$ cat src/rtl/bsd_pkg.sv
// ----------------------------------------------------------------------------
// Bounded sequence deque package
// Shared constants, request and result types, and control codes.
// ----------------------------------------------------------------------------
package bsd_pkg;

    // Storage geometry.
    localparam int CAPACITY   = 16;
    localparam int DATA_WIDTH = 32;
    localparam int IDX_W      = $clog2(CAPACITY);
    localparam int CNT_W      = $clog2(CAPACITY + 1);

    // Fixed field widths of the request and result.
    localparam int VALUE_W = 32;
    localparam int POS_W   = 5;
    localparam int OCNT_W  = 5;
    localparam int CMP_W   = (POS_W > CNT_W) ? POS_W : CNT_W;

    // Operation codes carried by a request.
    typedef enum logic [2:0] {
        OP_PUSH_FRONT = 3'd0,
        OP_PUSH_BACK  = 3'd1,
        OP_TAKE_FRONT = 3'd2,
        OP_TAKE_BACK  = 3'd3,
        OP_INSERT     = 3'd4,
        OP_REV_ALL    = 3'd5,
        OP_REV_RANGE  = 3'd6,
        OP_CLEAR      = 3'd7
    } mode_t;

    // Completion status codes.
    typedef enum logic [1:0] {
        STAT_OK    = 2'd0,
        STAT_EMPTY = 2'd1,
        STAT_FULL  = 2'd2,
        STAT_RANGE = 2'd3
    } status_t;

    // What each cell loads in a cycle.
    typedef enum logic [1:0] {
        CELL_HOLD  = 2'd0,
        CELL_LOAD  = 2'd1,
        CELL_LEFT  = 2'd2,
        CELL_RIGHT = 2'd3
    } cell_op_t;

    // Controller states.
    typedef enum logic {
        ST_IDLE = 1'b0,
        ST_REV  = 1'b1
    } ctrl_state_t;

    // One request.
    typedef struct packed {
        mode_t                     mode;
        logic signed [VALUE_W-1:0] value;
        logic [POS_W-1:0]          position;
        logic [POS_W-1:0]          range_first;
        logic [POS_W-1:0]          range_last;
    } req_t;

    // One result.
    typedef struct packed {
        logic signed [VALUE_W-1:0] value_res;
        status_t                   status;
        logic [OCNT_W-1:0]         count;
    } rsp_t;

    // Control handed from the controller to the row of cells.
    typedef struct packed {
        cell_op_t [CAPACITY-1:0] op;
        logic [DATA_WIDTH-1:0]   load_data;
    } cell_bus_t;

endpackage

$ cat src/rtl/bsd_cell.sv
// ----------------------------------------------------------------------------
// Bounded sequence deque cell
// Holds one element and takes a new one from its left or right neighbor,
// from the shared load bus, or keeps its own.
// ----------------------------------------------------------------------------
module bsd_cell
    import bsd_pkg::*;
(
    input  logic                  clk,
    input  cell_op_t              op,
    input  logic [DATA_WIDTH-1:0] left_d,
    input  logic [DATA_WIDTH-1:0] right_d,
    input  logic [DATA_WIDTH-1:0] load_d,
    output logic [DATA_WIDTH-1:0] q
);

    logic [DATA_WIDTH-1:0] data_reg;
    logic [DATA_WIDTH-1:0] data_next;

    // Select the next element for this position.
    always_comb
    begin
        case (op)
            CELL_LOAD:  data_next = load_d;
            CELL_LEFT:  data_next = left_d;
            CELL_RIGHT: data_next = right_d;
            default:    data_next = data_reg;
        endcase
    end

    // Element register; payload only, so no reset.
    always_ff @(posedge clk)
    begin
        data_reg <= data_next;
    end

    assign q = data_reg;

endmodule

$ cat src/rtl/bsd_ctrl.sv
// ----------------------------------------------------------------------------
// Bounded sequence deque controller
// Decodes requests, keeps the element count, steers the row of cells and
// registers the result.
// ----------------------------------------------------------------------------
module bsd_ctrl
    import bsd_pkg::*;
(
    input  logic                  clk,
    input  logic                  rst_n,
    input  logic                  start,
    input  req_t                  request,
    input  logic [DATA_WIDTH-1:0] cell_q [CAPACITY],
    output cell_bus_t             cell_bus,
    output logic                  busy,
    output logic                  result_valid,
    output rsp_t                  result
);

    ctrl_state_t           state_reg, state_next;
    logic [CNT_W-1:0]      count_reg, count_next;
    logic [IDX_W-1:0]      lo_reg, lo_next;
    logic [IDX_W-1:0]      hi_reg, hi_next;
    logic                  valid_reg, valid_next;
    rsp_t                  rsp_reg, rsp_next;

    logic                  accept;
    logic                  full;
    logic                  empty;
    logic                  step_en;
    logic                  pop_shift;
    logic [IDX_W-1:0]      step_lo;
    logic [IDX_W-1:0]      step_hi;
    logic [DATA_WIDTH-1:0] load_data;
    logic [IDX_W-1:0]      read_idx;
    logic [DATA_WIDTH-1:0] read_data;
    logic [CMP_W-1:0]      pos_ext;
    logic [CMP_W-1:0]      first_ext;
    logic [CMP_W-1:0]      last_ext;
    logic [CMP_W-1:0]      count_ext;
    logic [IDX_W-1:0]      ins_idx;
    logic                  range_ok;

    assign accept    = start && (state_reg == ST_IDLE);
    assign full      = (count_reg >= CNT_W'(CAPACITY));
    assign empty     = (count_reg == '0);
    assign pos_ext   = CMP_W'(request.position);
    assign first_ext = CMP_W'(request.range_first);
    assign last_ext  = CMP_W'(request.range_last);
    assign count_ext = CMP_W'(count_reg);
    assign ins_idx   = (pos_ext > count_ext) ? IDX_W'(count_reg) : IDX_W'(request.position);
    assign range_ok  = (first_ext >= CMP_W'(1)) && (first_ext < last_ext)
                       && (last_ext <= count_ext);

    // One shared read port: the back element on a back pop, the range end on a swap.
    assign read_idx  = (state_reg == ST_REV) ? hi_reg : IDX_W'(count_reg - 1'b1);
    assign read_data = cell_q[read_idx];

    // Next state, count, step window and result.
    always_comb
    begin
        state_next = state_reg;
        count_next = count_reg;
        lo_next    = lo_reg;
        hi_next    = hi_reg;
        valid_next = 1'b0;
        rsp_next   = rsp_reg;
        step_en    = 1'b0;
        pop_shift  = 1'b0;
        step_lo    = '0;
        step_hi    = IDX_W'(CAPACITY - 1);
        load_data  = DATA_WIDTH'(request.value);

        case (state_reg)
            ST_IDLE:
            begin
                if (accept)
                begin
                    valid_next         = 1'b1;
                    rsp_next.value_res = '0;
                    rsp_next.status    = STAT_OK;
                    case (request.mode)
                        OP_PUSH_FRONT:
                        begin
                            if (full)
                            begin
                                rsp_next.status = STAT_FULL;
                            end
                            else
                            begin
                                step_en    = 1'b1;
                                count_next = count_reg + 1'b1;
                            end
                        end
                        OP_PUSH_BACK:
                        begin
                            if (full)
                            begin
                                rsp_next.status = STAT_FULL;
                            end
                            else
                            begin
                                step_en    = 1'b1;
                                step_lo    = IDX_W'(count_reg);
                                step_hi    = IDX_W'(count_reg);
                                count_next = count_reg + 1'b1;
                            end
                        end
                        OP_TAKE_FRONT:
                        begin
                            if (empty)
                            begin
                                rsp_next.value_res = '1;
                                rsp_next.status    = STAT_EMPTY;
                            end
                            else
                            begin
                                rsp_next.value_res = VALUE_W'($signed(cell_q[0]));
                                pop_shift          = 1'b1;
                                count_next         = count_reg - 1'b1;
                            end
                        end
                        OP_TAKE_BACK:
                        begin
                            if (empty)
                            begin
                                rsp_next.value_res = '1;
                                rsp_next.status    = STAT_EMPTY;
                            end
                            else
                            begin
                                rsp_next.value_res = VALUE_W'($signed(read_data));
                                count_next         = count_reg - 1'b1;
                            end
                        end
                        OP_INSERT:
                        begin
                            if (full)
                            begin
                                rsp_next.status = STAT_FULL;
                            end
                            else
                            begin
                                step_en    = 1'b1;
                                step_lo    = ins_idx;
                                count_next = count_reg + 1'b1;
                            end
                        end
                        OP_REV_ALL:
                        begin
                            if (count_reg > CNT_W'(1))
                            begin
                                valid_next = 1'b0;
                                state_next = ST_REV;
                                lo_next    = '0;
                                hi_next    = IDX_W'(count_reg - 1'b1);
                            end
                        end
                        OP_REV_RANGE:
                        begin
                            if (!range_ok)
                            begin
                                rsp_next.status = STAT_RANGE;
                            end
                            else
                            begin
                                valid_next = 1'b0;
                                state_next = ST_REV;
                                lo_next    = IDX_W'(request.range_first - 1'b1);
                                hi_next    = IDX_W'(request.range_last - 1'b1);
                            end
                        end
                        default:
                        begin
                            count_next = '0;
                        end
                    endcase
                    rsp_next.count = OCNT_W'(count_next);
                end
            end
            ST_REV:
            begin
                // Move the range end to the low edge and shift the rest up.
                step_en   = 1'b1;
                step_lo   = lo_reg;
                step_hi   = hi_reg;
                load_data = read_data;
                lo_next   = lo_reg + 1'b1;
                if (lo_reg + 1'b1 == hi_reg)
                begin
                    state_next         = ST_IDLE;
                    valid_next         = 1'b1;
                    rsp_next.value_res = '0;
                    rsp_next.status    = STAT_OK;
                    rsp_next.count     = OCNT_W'(count_reg);
                end
            end
            default:
            begin
                state_next = ST_IDLE;
            end
        endcase
    end

    // Per-cell steering from the step window or the front pop.
    always_comb
    begin
        cell_bus.load_data = load_data;
        for (int i = 0; i < CAPACITY; i++)
        begin
            cell_bus.op[i] = CELL_HOLD;
            if (pop_shift)
            begin
                if (i < CAPACITY - 1)
                begin
                    cell_bus.op[i] = CELL_RIGHT;
                end
            end
            else if (step_en)
            begin
                if (IDX_W'(i) == step_lo)
                begin
                    cell_bus.op[i] = CELL_LOAD;
                end
                else if ((IDX_W'(i) > step_lo) && (IDX_W'(i) <= step_hi))
                begin
                    cell_bus.op[i] = CELL_LEFT;
                end
            end
        end
    end

    // Control registers.
    always_ff @(posedge clk or negedge rst_n)
    begin
        if (!rst_n)
        begin
            state_reg <= ST_IDLE;
            count_reg <= '0;
            valid_reg <= 1'b0;
            lo_reg    <= '0;
            hi_reg    <= '0;
        end
        else
        begin
            state_reg <= state_next;
            count_reg <= count_next;
            valid_reg <= valid_next;
            lo_reg    <= lo_next;
            hi_reg    <= hi_next;
        end
    end

    // Result payload register.
    always_ff @(posedge clk)
    begin
        rsp_reg <= rsp_next;
    end

    assign busy         = (state_reg != ST_IDLE);
    assign result_valid = valid_reg;
    assign result       = rsp_reg;

    // The count never exceeds the capacity.
    assert property (@(posedge clk) disable iff (!rst_n)
        count_reg <= CNT_W'(CAPACITY))
        else $error("element count above capacity");

    // A swap pass always has a nonempty window.
    assert property (@(posedge clk) disable iff (!rst_n)
        (state_reg == ST_REV) |-> (lo_reg < hi_reg))
        else $error("reverse window collapsed");

    // No result is shown while a reversal is under way.
    assert property (@(posedge clk) disable iff (!rst_n)
        (state_reg == ST_REV) |-> !valid_reg)
        else $error("result during reversal");

    // Requests other than reversals answer on the next cycle.
    assert property (@(posedge clk) disable iff (!rst_n)
        (accept && request.mode != OP_REV_ALL && request.mode != OP_REV_RANGE)
        |=> valid_reg)
        else $error("missing result for single-cycle request");

    // The count moves only when a request is taken.
    assert property (@(posedge clk) disable iff (!rst_n)
        !accept |=> $stable(count_reg))
        else $error("count changed without a request");

endmodule

$ cat src/rtl/bounded_sequence_deque.sv
// ----------------------------------------------------------------------------
// Bounded sequence deque
// Ordered store of up to CAPACITY signed elements with push, pop, insert,
// reverse and clear, built as a row of element cells in logical order.
// ----------------------------------------------------------------------------
// Usage:
// A request (operation, value, position, range) is taken at a clock edge
// where start is high and busy is low. Each request yields exactly one
// result, shown on result for one cycle with result_valid high; the
// receiver must take it in that cycle and cannot hold it off.
// Push, pop, insert, clear, and reversals that change nothing finish
// directly: the result appears the cycle after the request, and busy
// stays low, so such requests can follow every cycle.
// A reversal moves one element per cycle into the low end of its window
// while the rest of the window shifts up one cell; busy stays high until
// the window is done, and the result appears in the first cycle with
// busy low again.
// Reset clears the count and control state; element cells are not cleared
// and are only read once written.
// ----------------------------------------------------------------------------
module bounded_sequence_deque
    import bsd_pkg::*;
(
    input  logic clk,
    input  logic rst_n,
    input  logic start,
    input  req_t request,
    output logic busy,
    output logic result_valid,
    output rsp_t result
);

    cell_bus_t             cell_bus;
    logic [DATA_WIDTH-1:0] cell_q [CAPACITY];

    // Request decode, count and result.
    bsd_ctrl u_ctrl (
        .clk          (clk),
        .rst_n        (rst_n),
        .start        (start),
        .request      (request),
        .cell_q       (cell_q),
        .cell_bus     (cell_bus),
        .busy         (busy),
        .result_valid (result_valid),
        .result       (result)
    );

    // Row of element cells, each linked to its neighbors.
    for (genvar i = 0; i < CAPACITY; i++)
    begin : g_cell
        logic [DATA_WIDTH-1:0] left_d;
        logic [DATA_WIDTH-1:0] right_d;

        if (i == 0)
        begin : g_first
            assign left_d = cell_bus.load_data;
        end
        else
        begin : g_left
            assign left_d = cell_q[i-1];
        end

        if (i == CAPACITY - 1)
        begin : g_last
            assign right_d = cell_q[i];
        end
        else
        begin : g_right
            assign right_d = cell_q[i+1];
        end

        bsd_cell u_cell (
            .clk     (clk),
            .op      (cell_bus.op[i]),
            .left_d  (left_d),
            .right_d (right_d),
            .load_d  (cell_bus.load_data),
            .q       (cell_q[i])
        );
    end

endmodule
$ cat config.mk
export PLATFORM = sky130hd
export DESIGN_NAME = bounded_sequence_deque
export DESIGN_NICKNAME = d
export VERILOG_FILES = /design/src/rtl/bsd_pkg.sv /design/src/rtl/bsd_cell.sv /design/src/rtl/bsd_ctrl.sv /design/src/rtl/bounded_sequence_deque.sv
export SDC_FILE = /design/constraint.sdc
export NUM_CORES = 1
export LEC_CHECK = 0
export ABC_CLOCK_PERIOD_IN_PS = 6750
export BUFFER_PORTS_ARGS = -buffer_cell sky130_fd_sc_hd__buf_2
export CAP_MARGIN = 20
export CORE_MARGIN = 5
export CORE_UTILIZATION = 35
export CTS_CLUSTER_SIZE = 25
export DETAILED_ROUTE_END_ITERATION = 6
export PLACE_DENSITY = 0.49
export SLEW_MARGIN = 20
export SYNTH_ARGS = -nofsm -noshare
export SYNTH_HDL_FRONTEND = slang
export SYNTH_SLANG_ARGS = --single-unit
$ cat constraint.sdc
create_clock -name clk -period 6.75 [get_ports clk]
set_input_delay 2.025 -clock clk [delete_from_list [all_inputs] [get_ports clk]]
set_output_delay 2.025 -clock clk [all_outputs]
set_load 0.05 [all_outputs]
==> flow_metrics.tcl, run 1 <==
set metrics [dict create \
    syn_inst 2803 \
    rr_startpoint "u_ctrl.count_ext[0]" \
    clockBufferDepth 3 \
    synthTopCellsByArea "edfxtp_1 (50%), mux4_2 (8.7%), mux2i_1 (4.4%), a22oi_1 (4.0%), nand2_1 (3.5%)" \
    drc 0 \
    clock_latency_ns 0.61 \
    finalCriticalPeriod_ns 5.346 \
    cp_cell_sequence "buf_2 -> ha_1 -> nor2b_1 -> o31ai_4 -> a21oi_4 -> mux2i_1 -> o21a_1 -> a21oi_4 -> or2_2 -> o211ai_1 -> buf_4" \
    viasPerCell 6.169 \
    syn2layout_area_growth_pct 12.36 \
    fp.dieW_um 317.4 \
    ant_nets 0 \
    tightest_slew_ns 1.108 \
    path_class "in -> reg" \
    r2r_setup_slack_ns 1.73 \
    hp-start "g_cell[11].u_cell.q[1]" \
    ys_ff_latch 566 \
    die_h_um 317.4 \
    ys_seq_area_share_pct 51.15 \
    reg2regPathDepth 10 \
    drt_iter0_drc 3147 \
    finalCritPeriodShare_pct 79.21 \
    numCtsBuffers 69 \
    syn-num-nets 2880 \
    fillers 8977 \
    cts_tree "yes" \
    cts_resized 0 \
    path_common_cell "a21oi_4" \
    setup_tns_ns 0 \
    run_status "complete, no violations" \
    coreArea_mm2 0.09361 \
    fmax_mhz 187.0 \
    cp.required_ns 6.99 \
    slew-limit-headroom_pct 25.98 \
    grt_max_degree 121 \
    synth_top_area_share_pct 50.01 \
    crit_fanout 32 \
    globalRouteOverflowTotal 0 \
    h-tree-depth 3 \
    slew_viol_final 0 \
    hold_depth 2 \
    cp_top_family "compound AO/OA/AOI/OAI gates" \
    synth_top_cell_by_area "edfxtp_1" \
    portBuffers 93 \
    r2r_end "g_cell[1].u_cell.q[16]" \
    multi_input_area_mm2 0.01466 \
    grt_use_total_pct 21.88 \
    crit_arrival_ns 5.58 \
    hold-path-endpoint "g_cell[10].u_cell.q[1]" \
    synth_edf_count 551 \
    ys_async_sr_fraction_pct 2.650 \
    io_pins 94 \
    dr.pass1.iters 6 \
    postCtsSetupBuffers 0 \
    fin_nets 2870 \
    hold_viol 0 \
    grt_pass1_wl_um 170600 \
    ff_latch_area_mm2 0.01692 \
    critical-path-slowest-cell "o21a_1" \
    end_kind "register" \
    grt_pass1_vias 24030 \
    die-area_mm2 0.1008 \
    place_congestion 0.8610 \
    synth_most_common_cell "edfxtp_1" \
    synth_cell_types 80 \
    antennaDiodeCount 0 \
    cts_hold_buf 0 \
    path_clk_slew_ns 0.05 \
    slowest_delay_ns 0.61 \
    row_count 112 \
    critPathLaunchType "primary input" \
    clock-sinks 566 \
    start_util_pct 35.34 \
    hold_class "reg -> reg" \
    wire_per_inst_um 28.26 \
    ys_warn_count 0 \
    antenna_found_initial 0 \
    synth.avg_cell_area_um2 11.80 \
    netlist_top_cells_count "edfxtp_1 (551), nand2_1 (310), a22oi_1 (178)" \
    path_buf_inv 2 \
    finalSetupViolations 0 \
    largest_register_ffs 512 \
    synthFlopType "edfxtp_1" \
    routed_wl_um 115700 \
    skew_ns 0.02070 \
    mappedNetlistArea_mm2 0.03308 \
    cts_root_buffer "clkbuf_16" \
    drive_above_1_share_pct 19.47 \
    rsz0062_at_grt "no" \
    vias 25260 \
    dp.final_hpwl_um 81120 \
    cap_violations 0 \
]
layout make-up:
cell class	instances	area share [%]
tap	1254	4.221
clock buffer	85	5.002
timing repair buffer	190	3.514
sequential	566	45.52
clock inverter	33	0.7607
inverter	151	1.528
multi-input combinational	1815	39.45
worst max path at each step:
stage                     start                 endpoint  slack, ns  depth (start not counted)
floorplan           request[11]    g_cell[1].u_cell.q[0]       0.06                          8
global placement    request[11]  g_cell[11].u_cell.q[22]       0.89                         11
detailed placement  request[11]  g_cell[11].u_cell.q[30]       0.78                         11
CTS                 request[11]  g_cell[11].u_cell.q[10]       1.42                         11
global route        request[11]  g_cell[11].u_cell.q[10]       1.18                         11
finish              request[11]  g_cell[11].u_cell.q[10]       1.40                         11
worst reg2reg max path: stages, from the launching register on:
cell	delay, ns
dfrtp_1	0.65
inv_1	0.26
ha_1	0.39
xor2_1	0.26
o21ai_4	0.62
buf_4	0.60
mux2i_1	0.49
a21oi_1	0.20
a22oi_2	0.87
nor2_1	0.13
a221o_1	0.29
through the flow:
step | hold WS [ns] | instances | util, % | worst slack (ns) | cell area [um2]
after floorplan | 0.5148 | 2803 | - | 0.05628 | 33080
after global placement | 0.5643 | 3976 | 37.42 | 0.8906 | 35030
after detailed placement | 0.5766 | 3976 | 37.42 | 0.7806 | 35030
after CTS | 0.5861 | 4094 | 39.71 | 1.423 | 37170
after global routing | 0.6155 | 4094 | 39.71 | 1.185 | 37170
final | 0.5817 | 4094 | 39.71 | 1.404 | 37170
placed cells by master (no fill, tap or decap), types with 11 or more instances in the layout:
| cell | n |
|---|---|
| edfxtp_1 | 551 |
| nand2_1 | 308 |
| a22oi_1 | 178 |
| inv_1 | 149 |
| mux2i_1 | 145 |
| nor2_1 | 141 |
| mux4_2 | 128 |
| o21ai_1 | 107 |
| o21ai_0 | 102 |
| buf_2 | 93 |
| a221o_1 | 89 |
| buf_4 | 88 |
| a21oi_1 | 85 |
| clkbuf_16 | 71 |
| o221ai_1 | 69 |
| nand3_1 | 63 |
| nor3_1 | 49 |
| a31oi_1 | 35 |
| a32oi_1 | 33 |
| o221ai_2 | 28 |
| a221oi_1 | 24 |
| ha_1 | 23 |
| a22oi_2 | 20 |
| clkinv_1 | 15 |
| a211oi_1 | 15 |
| dfrtp_1 | 14 |
| clkinv_2 | 12 |
| clkbuf_1 | 11 |
cell families (layout without fill, tap and decap cells):
logic type	after synthesis	count (layout)	share of synthesized area [%]
AOI/OAI and AO/OA	863	863	20.00
buffers and inverters	422	459	5.631
and+or+nand+nor	620	620	7.976
muxes	296	296	14.02
xor gates and xnor gates	12	12	0.3177
adders and majority gates	24	24	0.9077
DFF	566	566	51.15
layer usage:
| metal | up-vias | GRT usage (%) | routed length (um) |
|---|---|---|---|
| met5 | - | 0 | 0 |
| met4 | 0 | 4.429 | 1759 |
| li1 | 11030 | - | - |
| met2 | 1313 | 30.54 | 47660 |
| met3 | 110 | 4.487 | 11010 |
| met1 | 12800 | 34.94 | 55270 |
Power of run 1 is not shown: default switching activity piles up to over one toggle a cycle in this logic, so the estimate is an artifact.
==> run 2, diff against run 1 <==
--- a/config.mk
+++ b/config.mk
@@ -5,7 +5,7 @@
 export SDC_FILE = /design/constraint.sdc
 export NUM_CORES = 1
 export LEC_CHECK = 0
-export ABC_CLOCK_PERIOD_IN_PS = 6750
+export ABC_CLOCK_PERIOD_IN_PS = 5000
 export BUFFER_PORTS_ARGS = -buffer_cell sky130_fd_sc_hd__buf_2
 export CAP_MARGIN = 20
 export CORE_MARGIN = 5
==> constraint.sdc (replaced) <==
create_clock -name clk -period 5 [get_ports clk]
set_input_delay 1.5 -clock clk [delete_from_list [all_inputs] [get_ports clk]]
set_output_delay 1.5 -clock clk [all_outputs]
set_load 0.05 [all_outputs]
==> flow_metrics.tcl, run 2 (synthesized netlist as in run 1, its figures left out) <==
set metrics [dict create \
    globalRouteOverflowTotal 0 \
    row_count 112 \
    cp.required_ns 5.38 \
    dp.final_hpwl_um 80860 \
    wire_per_inst_um 28.23 \
    antennaDiodeCount 0 \
    coreArea_mm2 0.09361 \
    viasPerCell 6.191 \
    r2r_setup_slack_ns 0.43 \
    antenna_found_initial 0 \
    fmax_mhz 218.9 \
    utilization_pct 40.66 \
    postCtsSetupBuffers 0 \
    reg2regPathDepth 10 \
    final_common_cell "edfxtp_1" \
    cap_violations 0 \
    skew_ns 0.03908 \
    path_class "reg -> reg" \
    vias 25850 \
    syn2layout_area_growth_pct 15.04 \
    cts_root_buffer "clkbuf_16" \
    clock_latency_ns 0.63 \
    drive_above_1_share_pct 21.26 \
    io_pins 94 \
    clockBufferDepth 3 \
    hold_slack_ns 0.5862 \
    hold_depth 2 \
    routed_wl_um 117900 \
    r2r_end "g_cell[1].u_cell.q[15]" \
    h-tree-depth 3 \
    crit_fanout 81 \
    cts_resized 0 \
    hold_viol 0 \
    rr_startpoint "u_ctrl.count_ext[1]" \
    dr.pass1.iters 7 \
    place_ws_ns 0.3276 \
    ant_nets 0 \
    cts_hold_buf 0 \
    hold-path-endpoint "g_cell[14].u_cell.q[24]" \
    clock-sinks 566 \
    portBuffers 93 \
    hold_class "reg -> reg" \
    drc 0 \
    place_congestion 0.9019 \
    finalCritPeriodShare_pct 91.36 \
    grt_pass1_wl_um 174100 \
    slew_viol_final 0 \
    run_status "complete, no violations" \
    crit_arrival_ns 4.95 \
    fin_nets 2946 \
    final_cell_mix "edfxtp_1 (551), nand2_1 (308), a22oi_1 (178), inv_1 (149), mux2i_1 (145)" \
    final_area_mm2 0.03806 \
    grt_max_degree 88 \
    critPathLaunchType "register" \
    cts_tree "yes" \
    drt_iter0_drc 3098 \
    layout_setup_ws_ns 0.4319 \
    grt_pass1_vias 25080 \
    die_h_um 317.4 \
    largest_register_ffs 512 \
    end_kind "register" \
    finalCriticalPeriod_ns 4.568 \
    finalSetupViolations 0 \
    grt_use_total_pct 22.33 \
    numCtsBuffers 67 \
    place_area_mm2 0.03601 \
    hp-start "g_cell[15].u_cell.q[24]" \
    tightest_slew_ns 1.106 \
    start_util_pct 35.34 \
    path_clk_slew_ns 0.06 \
    fp.dieW_um 317.4 \
    rsz0062_at_grt "no" \
    die-area_mm2 0.1008 \
    slew-limit-headroom_pct 26.06 \
    fillers 8916 \
]
## run 2: cell count changes in the layout (fill, tap and decap cells not counted), sizes merged
cell	change
buf	+78
bufinv	-3
clkbuf	+12
clkinv	-5
inv	-1
## run 2: worst max-delay path by stage
stage	from	slack [ns]	depth (start not counted)	end
6_report	u_ctrl.count_ext[1]	0.43	10	g_cell[1].u_cell.q[15]
5_1_grt	u_ctrl.count_ext[1]	0.33	10	g_cell[14].u_cell.q[15]
4_1_cts	u_ctrl.count_ext[1]	0.54	10	g_cell[1].u_cell.q[15]
3_5_place_dp	request[11]	0.33	12	g_cell[14].u_cell.q[18]
3_3_place_gp	request[12]	0.31	12	g_cell[15].u_cell.q[28]
2_1_floorplan	request[11]	-0.17	8	g_cell[5].u_cell.q[0]
## run 2: routing by layer
metal  global-route usage (%)  vias up  part of all wire (%)
met5                        0        -                     0
met4                    4.175        0                   1.3
met3                    5.567      109                    11
met2                    32.15     1464                    43
met1                    34.32    13090                    45
li1                         -    11190                     -
## run 2: cell type report
| class | count | area (um2) | area share (%) |
|---|---|---|---|
| clock inverter | 24 | 193.9 | 0.5096 |
| clock buffer | 97 | 1853 | 4.869 |
| tap | 1254 | 1569 | 4.123 |
| multi-input combinational | 1815 | 14680 | 38.58 |
| sequential | 566 | 16920 | 44.47 |
| timing repair buffer | 268 | 2267 | 5.957 |
| inverter | 151 | 568.0 | 1.493 |
## run 2: per-stage QoR
step	std cells	TNS [ns]
finish	4175	0
global route	4175	0
CTS	4175	0
detailed placement	4054	0
global placement	4054	0
floorplan	2803	-23.06
## run 2: worst max-delay path, stage by stage, from the launching register on
cell,delay (ns)
dfrtp_1,0.51
inv_1,0.10
ha_1,0.39
a21oi_4,0.57
buf_12,0.48
mux4_2,0.46
mux2i_1,0.33
a221oi_1,0.27
a21oi_2,0.68
nor2_1,0.11
a221o_1,0.27
Power of run 2 is left out for the same reason.
